==> config.mk <==
export PLATFORM = sky130hd
export DESIGN_NAME = joystick_axis_deadzone_scaler_top
export DESIGN_NICKNAME = d
export VERILOG_FILES = /design/src/rtl/jads_pkg.sv /design/src/rtl/jads_front.sv /design/src/rtl/jads_mul.sv /design/src/rtl/jads_div_stage.sv /design/src/rtl/jads_out.sv /design/src/rtl/joystick_axis_deadzone_scaler_top.sv
export SDC_FILE = /design/constraint.sdc
export NUM_CORES = 2
export LEC_CHECK = 0
export BUFFER_PORTS_ARGS = -buffer_cell sky130_fd_sc_hd__buf_4
export CORE_ASPECT_RATIO = 2
export CORE_MARGIN = 3
export CORE_UTILIZATION = 48
export DETAILED_ROUTE_END_ITERATION = 8
export GPL_TIMING_DRIVEN = 0
export PLACE_DENSITY = 0.7
export SLEW_MARGIN = 20
export SYNTH_ARGS = -nofsm -noshare
export SYNTH_HDL_FRONTEND = slang
export SYNTH_SLANG_ARGS = --single-unit
==> constraint.sdc <==
create_clock -name clk -period 17.3 [get_ports clk]
set_input_delay 3.46 -clock clk [delete_from_list [all_inputs] [get_ports clk]]
set_output_delay 3.46 -clock clk [all_outputs]
set_load 0.005 [all_outputs]
==> src/rtl/jads_pkg.sv <==
// ============================================================================
// jads_pkg: shared types and constants for the axis dead-zone scaler
// Widths, register codes, reset values and the beat structs that travel
// between the pipeline stages.
// ============================================================================
package jads_pkg;

    // sample and register widths
    localparam int SAMPLE_BITS = 12;
    localparam int CFG_BITS    = 12;
    localparam int MV_BITS     = (SAMPLE_BITS > CFG_BITS) ? SAMPLE_BITS : CFG_BITS;
    localparam int MV_SBITS    = MV_BITS + 1;
    localparam int INV_BITS    = 2;
    localparam int CHAN_BITS   = 3;
    localparam int VALUE_BITS  = 16;

    // scaling and divider geometry
    localparam int FULL_SCALE  = 32767;
    localparam int SCALE_BITS  = 15;
    localparam int NUM_BITS    = MV_BITS + SCALE_BITS;
    localparam int DIV_STEPS   = 4;
    localparam int DIV_STAGES  = (NUM_BITS + DIV_STEPS - 1) / DIV_STEPS;
    localparam int QUOT_BITS   = DIV_STAGES * DIV_STEPS;

    // channel codes
    localparam logic [CHAN_BITS-1:0] CHAN_LX         = 3'd0;
    localparam logic [CHAN_BITS-1:0] CHAN_LY         = 3'd1;
    localparam logic [CHAN_BITS-1:0] CHAN_LAST_STICK = 3'd3;
    localparam logic [CHAN_BITS-1:0] CHAN_LAST       = 3'd5;

    // register indexes
    typedef enum logic [2:0] {
        REG_STICK_MIN = 3'd0,
        REG_STICK_MAX = 3'd1,
        REG_DEAD_LOW  = 3'd2,
        REG_DEAD_HIGH = 3'd3,
        REG_TRIG_MIN  = 3'd4,
        REG_TRIG_MAX  = 3'd5,
        REG_INVERT    = 3'd6
    } cfg_idx_t;

    // register reset values
    localparam logic [CFG_BITS-1:0] RST_STICK_MIN = 12'd250;
    localparam logic [CFG_BITS-1:0] RST_STICK_MAX = 12'd1550;
    localparam logic [CFG_BITS-1:0] RST_DEAD_LOW  = 12'd790;
    localparam logic [CFG_BITS-1:0] RST_DEAD_HIGH = 12'd1010;
    localparam logic [CFG_BITS-1:0] RST_TRIG_MIN  = 12'd50;
    localparam logic [CFG_BITS-1:0] RST_TRIG_MAX  = 12'd800;
    localparam logic [INV_BITS-1:0] RST_INVERT    = 2'd0;

    // calibration set handed to the front stage
    typedef struct packed {
        logic [CFG_BITS-1:0] stick_min;
        logic [CFG_BITS-1:0] stick_max;
        logic [CFG_BITS-1:0] dead_low;
        logic [CFG_BITS-1:0] dead_high;
        logic [CFG_BITS-1:0] trigger_floor;
        logic [CFG_BITS-1:0] trigger_ceil;
        logic [INV_BITS-1:0] invert;
    } cfg_t;

    // beat after clamp and zone select
    typedef struct packed {
        logic [CHAN_BITS-1:0]       chan;
        logic signed [MV_BITS:0]    offset;
        logic signed [MV_BITS:0]    span;
        logic                       zero;
        logic                       negate;
        logic                       trig;
    } front_t;

    // beat inside the divider
    typedef struct packed {
        logic [CHAN_BITS-1:0]  chan;
        logic [MV_BITS-1:0]    rem;
        logic [QUOT_BITS-1:0]  num;
        logic [MV_BITS-1:0]    divisor;
        logic [QUOT_BITS-1:0]  quot;
        logic                  qneg;
        logic                  zero;
        logic                  negate;
        logic                  trig;
    } div_t;

    // widen an unsigned millivolt value to the signed working width
    function automatic logic signed [MV_BITS:0] ext_cfg(input logic [CFG_BITS-1:0] x);
        return $signed(MV_SBITS'(x));
    endfunction

    function automatic logic signed [MV_BITS:0] ext_sample(input logic [SAMPLE_BITS-1:0] x);
        return $signed(MV_SBITS'(x));
    endfunction

endpackage

==> src/rtl/jads_front.sv <==
// ============================================================================
// jads_front: clamp and zone select stage
// Clamps the sample to the calibration range, picks the dead zone side and
// forms the signed offset and span for the scaling step.
// ============================================================================
module jads_front
    import jads_pkg::*;
(
    input  logic                   clk,
    input  logic                   rst_n,
    input  logic                   up_valid,
    input  logic [CHAN_BITS-1:0]   channel,
    input  logic [SAMPLE_BITS-1:0] sample_mv,
    input  logic                   read_failed,
    input  cfg_t                   cfg,
    output logic                   up_ready,
    input  logic                   dn_ready,
    output logic                   dn_valid,
    output front_t                 dn_data
);

    logic                    v_reg;
    front_t                  d_reg;
    front_t                  d_next;
    logic                    keep;
    logic signed [MV_BITS:0] mv;
    logic signed [MV_BITS:0] lo;
    logic signed [MV_BITS:0] hi;
    logic signed [MV_BITS:0] dzl;
    logic signed [MV_BITS:0] dzh;
    logic signed [MV_BITS:0] raised;
    logic signed [MV_BITS:0] clamped;
    logic                    trig;
    logic                    below;
    logic                    in_zone;

    // failed reads and unused channels are taken and dropped here
    assign keep = !read_failed && (channel <= CHAN_LAST);

    // clamp: raise to the floor first, then lower to the ceiling
    always_comb
    begin
        trig    = channel > CHAN_LAST_STICK;
        mv      = ext_sample(sample_mv);
        lo      = trig ? ext_cfg(cfg.trigger_floor) : ext_cfg(cfg.stick_min);
        hi      = trig ? ext_cfg(cfg.trigger_ceil) : ext_cfg(cfg.stick_max);
        dzl     = ext_cfg(cfg.dead_low);
        dzh     = ext_cfg(cfg.dead_high);
        raised  = (mv < lo) ? lo : mv;
        clamped = (raised > hi) ? hi : raised;
        below   = clamped < dzl;
        in_zone = !below && (clamped <= dzh);
    end

    // offset and span for the selected segment
    always_comb
    begin
        d_next.chan   = channel;
        d_next.trig   = trig;
        d_next.negate = ((channel == CHAN_LX) && cfg.invert[0]) ||
                        ((channel == CHAN_LY) && cfg.invert[1]);
        if (trig)
        begin
            d_next.offset = clamped - lo;
            d_next.span   = hi - lo;
        end
        else if (below)
        begin
            d_next.offset = clamped - dzl;
            d_next.span   = dzl - lo;
        end
        else
        begin
            d_next.offset = clamped - dzh;
            d_next.span   = hi - dzh;
        end
        d_next.zero = (!trig && in_zone) || (d_next.span == '0);
    end

    // stage register
    assign up_ready = !v_reg || dn_ready;

    always_ff @(posedge clk or negedge rst_n)
    begin
        if (!rst_n)
            v_reg <= 1'b0;
        else if (up_ready)
            v_reg <= up_valid && keep;
    end

    always_ff @(posedge clk)
    begin
        if (up_ready && up_valid)
            d_reg <= d_next;
    end

    assign dn_valid = v_reg;
    assign dn_data  = d_reg;

endmodule

==> src/rtl/jads_mul.sv <==
// ============================================================================
// jads_mul: dividend stage
// Splits offset and span into magnitudes and sign, and multiplies the
// offset magnitude by full scale to form the dividend.
// ============================================================================
module jads_mul
    import jads_pkg::*;
(
    input  logic   clk,
    input  logic   rst_n,
    input  logic   up_valid,
    input  front_t up_data,
    output logic   up_ready,
    input  logic   dn_ready,
    output logic   dn_valid,
    output div_t   dn_data
);

    logic                    v_reg;
    div_t                    d_reg;
    div_t                    d_next;
    logic signed [MV_BITS:0] off_abs;
    logic signed [MV_BITS:0] span_abs;
    logic [MV_BITS-1:0]      off_mag;
    logic [NUM_BITS-1:0]     prod;

    // magnitudes fit in MV_BITS since both ends are below 2**MV_BITS
    always_comb
    begin
        off_abs  = up_data.offset[MV_BITS] ? -up_data.offset : up_data.offset;
        span_abs = up_data.span[MV_BITS] ? -up_data.span : up_data.span;
        off_mag  = off_abs[MV_BITS-1:0];
        prod     = {{SCALE_BITS{1'b0}}, off_mag} *
                   {{MV_BITS{1'b0}}, SCALE_BITS'(FULL_SCALE)};
    end

    always_comb
    begin
        d_next.chan    = up_data.chan;
        d_next.rem     = '0;
        d_next.num     = QUOT_BITS'(prod);
        d_next.divisor = span_abs[MV_BITS-1:0];
        d_next.quot    = '0;
        d_next.qneg    = up_data.offset[MV_BITS] ^ up_data.span[MV_BITS];
        d_next.zero    = up_data.zero;
        d_next.negate  = up_data.negate;
        d_next.trig    = up_data.trig;
    end

    // stage register
    assign up_ready = !v_reg || dn_ready;

    always_ff @(posedge clk or negedge rst_n)
    begin
        if (!rst_n)
            v_reg <= 1'b0;
        else if (up_ready)
            v_reg <= up_valid;
    end

    always_ff @(posedge clk)
    begin
        if (up_ready && up_valid)
            d_reg <= d_next;
    end

    assign dn_valid = v_reg;
    assign dn_data  = d_reg;

endmodule

==> src/rtl/jads_div_stage.sv <==
// ============================================================================
// jads_div_stage: one slice of the pipelined divider
// Runs a few restoring division steps on magnitudes and shifts the
// resulting quotient bits in.
// ============================================================================
module jads_div_stage
    import jads_pkg::*;
(
    input  logic clk,
    input  logic rst_n,
    input  logic up_valid,
    input  div_t up_data,
    output logic up_ready,
    input  logic dn_ready,
    output logic dn_valid,
    output div_t dn_data
);

    logic v_reg;
    div_t d_reg;
    div_t d_next;

    // restoring steps, one quotient bit each
    always_comb
    begin
        logic [MV_BITS-1:0]   r;
        logic [QUOT_BITS-1:0] n;
        logic [QUOT_BITS-1:0] q;
        logic [MV_BITS:0]     sh;
        r = up_data.rem;
        n = up_data.num;
        q = up_data.quot;
        for (int i = 0; i < DIV_STEPS; i++)
        begin
            sh = {r, n[QUOT_BITS-1]};
            n  = {n[QUOT_BITS-2:0], 1'b0};
            q  = {q[QUOT_BITS-2:0], 1'b0};
            if (sh >= {1'b0, up_data.divisor})
            begin
                sh   = sh - {1'b0, up_data.divisor};
                q[0] = 1'b1;
            end
            r = sh[MV_BITS-1:0];
        end
        d_next      = up_data;
        d_next.rem  = r;
        d_next.num  = n;
        d_next.quot = q;
    end

    // stage register
    assign up_ready = !v_reg || dn_ready;

    always_ff @(posedge clk or negedge rst_n)
    begin
        if (!rst_n)
            v_reg <= 1'b0;
        else if (up_ready)
            v_reg <= up_valid;
    end

    always_ff @(posedge clk)
    begin
        if (up_ready && up_valid)
            d_reg <= d_next;
    end

    assign dn_valid = v_reg;
    assign dn_data  = d_reg;

    // partial remainder stays below a nonzero divisor
    a_rem_below_div: assert property (@(posedge clk) disable iff (!rst_n)
        v_reg && (d_reg.divisor != '0) |-> d_reg.rem < d_reg.divisor)
        else $error("divider remainder not below divisor");

endmodule

==> src/rtl/jads_out.sv <==
// ============================================================================
// jads_out: sign, saturate and output register
// Applies quotient sign and axis inversion, clamps to the axis range and
// holds the result beat for the consumer.
// ============================================================================
module jads_out
    import jads_pkg::*;
(
    input  logic                         clk,
    input  logic                         rst_n,
    input  logic                         up_valid,
    input  div_t                         up_data,
    output logic                         up_ready,
    input  logic                         out_stall,
    output logic                         out_valid,
    output logic [CHAN_BITS-1:0]         axis_channel,
    output logic signed [VALUE_BITS-1:0] axis_value
);

    logic                    v_reg;
    logic [CHAN_BITS-1:0]    chan_reg;
    logic [VALUE_BITS-1:0]   value_reg;
    logic [VALUE_BITS-1:0]   value_next;
    logic [SCALE_BITS-1:0]   sat;
    logic [VALUE_BITS-1:0]   mag;
    logic                    flip;

    // saturate the magnitude, then apply sign
    always_comb
    begin
        sat  = (up_data.quot > QUOT_BITS'(FULL_SCALE)) ? SCALE_BITS'(FULL_SCALE)
                                                       : up_data.quot[SCALE_BITS-1:0];
        mag  = VALUE_BITS'(sat);
        flip = up_data.qneg ^ up_data.negate;
        if (up_data.zero)
            value_next = '0;
        else if (up_data.trig)
            value_next = up_data.qneg ? '0 : mag;
        else
            value_next = flip ? -mag : mag;
    end

    // output register
    assign up_ready = !v_reg || !out_stall;

    always_ff @(posedge clk or negedge rst_n)
    begin
        if (!rst_n)
            v_reg <= 1'b0;
        else if (up_ready)
            v_reg <= up_valid;
    end

    always_ff @(posedge clk)
    begin
        if (up_ready && up_valid)
        begin
            chan_reg  <= up_data.chan;
            value_reg <= value_next;
        end
    end

    assign out_valid    = v_reg;
    assign axis_channel = chan_reg;
    assign axis_value   = $signed(value_reg);

endmodule

==> src/rtl/joystick_axis_deadzone_scaler_top.sv <==
// ============================================================================
// joystick_axis_deadzone_scaler_top: stick and trigger axis mapper
// Calibration registers, front clamp stage, dividend stage, pipelined
// divider and output stage.
// ============================================================================
// Each beat passes the registered front, dividend, divider slice and output
// stages in that order (seven divider slices with 12-bit samples).
// Throughput: one beat per cycle while the output is not stalled; the divider
// retires four quotient bits per slice, so every slice can take a new beat each cycle.
// Reset clears all stage valid bits and loads the calibration registers with
// their default values; a failed read or unused channel yields no result beat.
module joystick_axis_deadzone_scaler_top
    import jads_pkg::*;
(
    input  logic                         clk,
    input  logic                         rst_n,
    input  logic                         cfg_we,
    input  logic [2:0]                   cfg_index,
    input  logic [CFG_BITS-1:0]          cfg_data,
    input  logic                         in_valid,
    output logic                         in_stall,
    input  logic [CHAN_BITS-1:0]         channel,
    input  logic [SAMPLE_BITS-1:0]       sample_mv,
    input  logic                         read_failed,
    output logic                         out_valid,
    input  logic                         out_stall,
    output logic [CHAN_BITS-1:0]         axis_channel,
    output logic signed [VALUE_BITS-1:0] axis_value
);

    cfg_t   cfg_reg;
    logic   front_ready;
    logic   front_valid;
    front_t front_data;
    logic   mul_ready;
    logic   div_valid [DIV_STAGES+1];
    logic   div_ready [DIV_STAGES+1];
    div_t   div_data  [DIV_STAGES+1];

    // calibration registers
    always_ff @(posedge clk or negedge rst_n)
    begin
        if (!rst_n)
        begin
            cfg_reg.stick_min     <= RST_STICK_MIN;
            cfg_reg.stick_max     <= RST_STICK_MAX;
            cfg_reg.dead_low      <= RST_DEAD_LOW;
            cfg_reg.dead_high     <= RST_DEAD_HIGH;
            cfg_reg.trigger_floor <= RST_TRIG_MIN;
            cfg_reg.trigger_ceil  <= RST_TRIG_MAX;
            cfg_reg.invert        <= RST_INVERT;
        end
        else if (cfg_we)
        begin
            unique case (cfg_idx_t'(cfg_index))
                REG_STICK_MIN: cfg_reg.stick_min     <= cfg_data;
                REG_STICK_MAX: cfg_reg.stick_max     <= cfg_data;
                REG_DEAD_LOW:  cfg_reg.dead_low      <= cfg_data;
                REG_DEAD_HIGH: cfg_reg.dead_high     <= cfg_data;
                REG_TRIG_MIN:  cfg_reg.trigger_floor <= cfg_data;
                REG_TRIG_MAX:  cfg_reg.trigger_ceil  <= cfg_data;
                REG_INVERT:    cfg_reg.invert        <= cfg_data[INV_BITS-1:0];
                default:       ;
            endcase
        end
    end

    // clamp and zone select
    jads_front u_front (
        .clk         (clk),
        .rst_n       (rst_n),
        .up_valid    (in_valid),
        .channel     (channel),
        .sample_mv   (sample_mv),
        .read_failed (read_failed),
        .cfg         (cfg_reg),
        .up_ready    (front_ready),
        .dn_ready    (mul_ready),
        .dn_valid    (front_valid),
        .dn_data     (front_data)
    );

    assign in_stall = !front_ready;

    // dividend
    jads_mul u_mul (
        .clk      (clk),
        .rst_n    (rst_n),
        .up_valid (front_valid),
        .up_data  (front_data),
        .up_ready (mul_ready),
        .dn_ready (div_ready[0]),
        .dn_valid (div_valid[0]),
        .dn_data  (div_data[0])
    );

    // divider slices
    for (genvar k = 0; k < DIV_STAGES; k++)
    begin : g_div
        jads_div_stage u_div (
            .clk      (clk),
            .rst_n    (rst_n),
            .up_valid (div_valid[k]),
            .up_data  (div_data[k]),
            .up_ready (div_ready[k]),
            .dn_ready (div_ready[k+1]),
            .dn_valid (div_valid[k+1]),
            .dn_data  (div_data[k+1])
        );
    end

    // sign, saturate, output beat
    jads_out u_out (
        .clk          (clk),
        .rst_n        (rst_n),
        .up_valid     (div_valid[DIV_STAGES]),
        .up_data      (div_data[DIV_STAGES]),
        .up_ready     (div_ready[DIV_STAGES]),
        .out_stall    (out_stall),
        .out_valid    (out_valid),
        .axis_channel (axis_channel),
        .axis_value   (axis_value)
    );

    // input backs up only when every stage holds a beat behind a stalled output
    a_stall_full: assert property (@(posedge clk) disable iff (!rst_n)
        in_stall |-> out_valid && out_stall)
        else $error("input stalled while the pipeline has room");

    // trigger beats are never negative
    a_trig_pos: assert property (@(posedge clk) disable iff (!rst_n)
        out_valid && (axis_channel > CHAN_LAST_STICK) |-> !axis_value[VALUE_BITS-1])
        else $error("negative trigger value");

    // result stays within the symmetric axis range and on a used channel
    a_range: assert property (@(posedge clk) disable iff (!rst_n)
        out_valid |-> (axis_value != {1'b1, {(VALUE_BITS-1){1'b0}}}) &&
                      (axis_channel <= CHAN_LAST))
        else $error("result beat out of range");

endmodule
==> results.txt <==
Critical-path top delay cell: mux2i_2
detailed-router iteration count before antenna repair: 5
endpoints failing setup: 0
TNS Setup: 0 ns
antenna-violating nets left: 0
Yosys cell types: 108
global route overflow: 0
Site Rows: 155
vias per cell: 5.81
largest net degree at the start of global routing: 85
Synth top area share: 0.335
clk slew on worst S/H paths: 0.07 ns
CP Capture Type: flop
Final Skew: 0.0513 ns
Area contributors post-synth: edfxtp_1 (34%), ha_1 (13%), mux2_2 (5.9%), xnor2_1 (4.6%), fa_1 (4.0%)
routed vias: 32200
first-pass GRT wire length: 181000 um
fin. max-slew vios: 0
root buf cell: clkbuf_16
max frequency: 61.9 MHz
nets: 4910
worst stage delay on the critical path: 0.90 ns
cells after synthesis: 4200
Placeable Area: 89600 um2
Setup Slack @ Placement: 0.983 ns
top cells by count, synth: edfxtp_1 (486), ha_1 (458), inv_1 (404), nor2_1 (296), nand2_1 (251)
cells on worst reg2reg path: 49
final WL: 118000 um
WS Path Type: input pin to flop
Routed WL per cell: 21.3 um
Fillers: 7961
worst-skew pair later-pin latency: 0.66 ns
status: finished, final reports clean
max FFs per register: 389
residual DRC count: 0
Tmin final: 16.16 ns
Syn-to-layout area delta: 9.38%
Post-Synthesis Cell Area: 43500 um2
Hold Vio Cnt, Final: 0
top-count cell post-synth: edfxtp_1
Post-synth EDFFs: 486
CTS H-tree depth: 2
vias in the first global route: 34000
Post-CTS Repair Setup Buffers: 0
TritonCTS clock tree: done
Synth Flop Type: edfxtp_1
Async SR Flop Fraction: 0.147
sequential fraction of the synthesis area: 0.385
worst setup margin: 1.14 ns
die height: 432 um
synthesized flop and latch total: 570
initial core utilization: 0.486
clock sinks: 570
die area: 94500 um2
CTS buffer count: 53
# hold bufs at CTS: 0
Mean Syn Cell Area: 10.4 um2
Hold Slack: 0.394 ns
RSZ-0062 raised after global routing: no
dominant cell type by area after synthesis: edfxtp_1
synth warn: 0
placed cell count: 5450
layout cell share with drive strength beyond 1: 0.119
fin crit share: 0.934
WHS Path Cells: 0
# resized after CTS: 0
Startpoint Class: input pin
worst path arrival time: 16.47 ns
CP max FO: 10
Worst EP required: 17.62 ns
Max-Cap Viols: 0
Slew Limit Headroom: 0.167
Die X: 219 um
worst hold path class: flop to flop
Ports: 57
initial drt markers: 1413
Slew @ Worst Pin: 1.24 ns
Finished Layout Cells: 5550
initial antenna violation count: 4
clock buffer depth: 3
IO Port Bufs: 56
total track usage: 0.249
post-DP HPWL: 97600 um
GPL Wtd Cong: 0.964
final cells by class:
type,instances,area (um2),share of cell area
multi-input combinational,3146,25000,0.525
sequential,570,16700,0.352
inverter,412,1550,0.0325
tap,1177,1470,0.0309
clock buffer,61,1380,0.0289
timing repair buffer,69,714,0.0150
clock inverter,37,429,0.00902
buffer,76,353,0.00741
antenna,2,5.00,0.000105
critical path: cells and delay by family:
family	cells	cell delay [ns]
simple gates	4	1.13
buf+inv	16	6.85
fa+ha+maj	3	1.00
compound gates	10	2.62
mux	2	1.34
cell usage in the layout (no fill, tap or decap), types with 18 or more instances in the layout:
cell | Yosys | final
clkbuf_1 | 38 | 43
mux2_2 | 228 | 228
dfrtp_1 | 55 | 55
xnor2_1 | 229 | 229
o21a_1 | 37 | 37
o21ai_0 | 236 | 236
fa_1 | 88 | 88
nand2b_1 | 64 | 64
or3_1 | 21 | 21
nor4_1 | 24 | 23
o211ai_1 | 21 | 21
clkbuf_16 | 0 | 53
nor2_1 | 296 | 296
nor3_1 | 83 | 83
nor2b_1 | 70 | 68
edfxtp_1 | 486 | 486
and3_1 | 18 | 18
xor2_1 | 67 | 67
nand4_1 | 59 | 59
dfstp_2 | 29 | 29
a21oi_1 | 249 | 249
nand3_1 | 53 | 53
a31oi_1 | 26 | 25
a211oi_1 | 30 | 30
mux2i_1 | 60 | 59
nand2_1 | 251 | 251
ha_1 | 458 | 458
a21o_1 | 93 | 93
buf_4 | 5 | 60
o21ai_1 | 20 | 20
o21bai_1 | 34 | 34
inv_1 | 404 | 404
and2_1 | 26 | 20
o31ai_1 | 28 | 28
a21boi_0 | 46 | 45
logic make-up (layout without fill, tap and decap cells):
logic type	Yosys count	after routing	synth area share
xor gates and xnor gates	296	296	0.0596
adders and majority gates	557	557	0.175
DFF	570	570	0.385
muxes	314	314	0.0814
other	1	7	0.0000862
and+or+nand+nor	1027	1027	0.115
AOI/OAI and AO/OA	947	947	0.141
buffers and inverters	488	655	0.0437
worst paths after layout:
check                                                      from                                   end  slack, ns
max                                                  channel[2]         u_front.dn_data[22]$_DFFE_PP_       1.14
min                        g_div[5].u_div.dn_data[26]$_DFFE_PP_  g_div[6].u_div.dn_data[30]$_DFFE_PP_       0.39
max reg2reg                g_div[5].u_div.dn_data[33]$_DFFE_PP_   g_div[6].u_div.dn_data[4]$_DFFE_PP_       4.21
min reg2reg                g_div[5].u_div.dn_data[26]$_DFFE_PP_  g_div[6].u_div.dn_data[30]$_DFFE_PP_       0.39
max in group asynchronous                                 rst_n               cfg_reg[37]$_DFFE_PN0P_      13.87
min in group asynchronous                                 rst_n                cfg_reg[8]$_DFFE_PN0P_       2.87
stage by stage:
stage / util / area [um2]
floorplan: - / 43500
detailed placement: 0.511 / 45800
finish: 0.531 / 47600
global placement: 0.507 / 45400
global route: 0.531 / 47600
CTS: 0.531 / 47600
per-layer routing:
metal	wire length, um	global-route usage
met1	34500	0.198
met2	64500	0.490
met5	13	0
met3	3890	0.0302
met4	15200	0.256
Power is not shown: default switching activity piles up to over one toggle a cycle in this logic, so the estimate is an artifact.
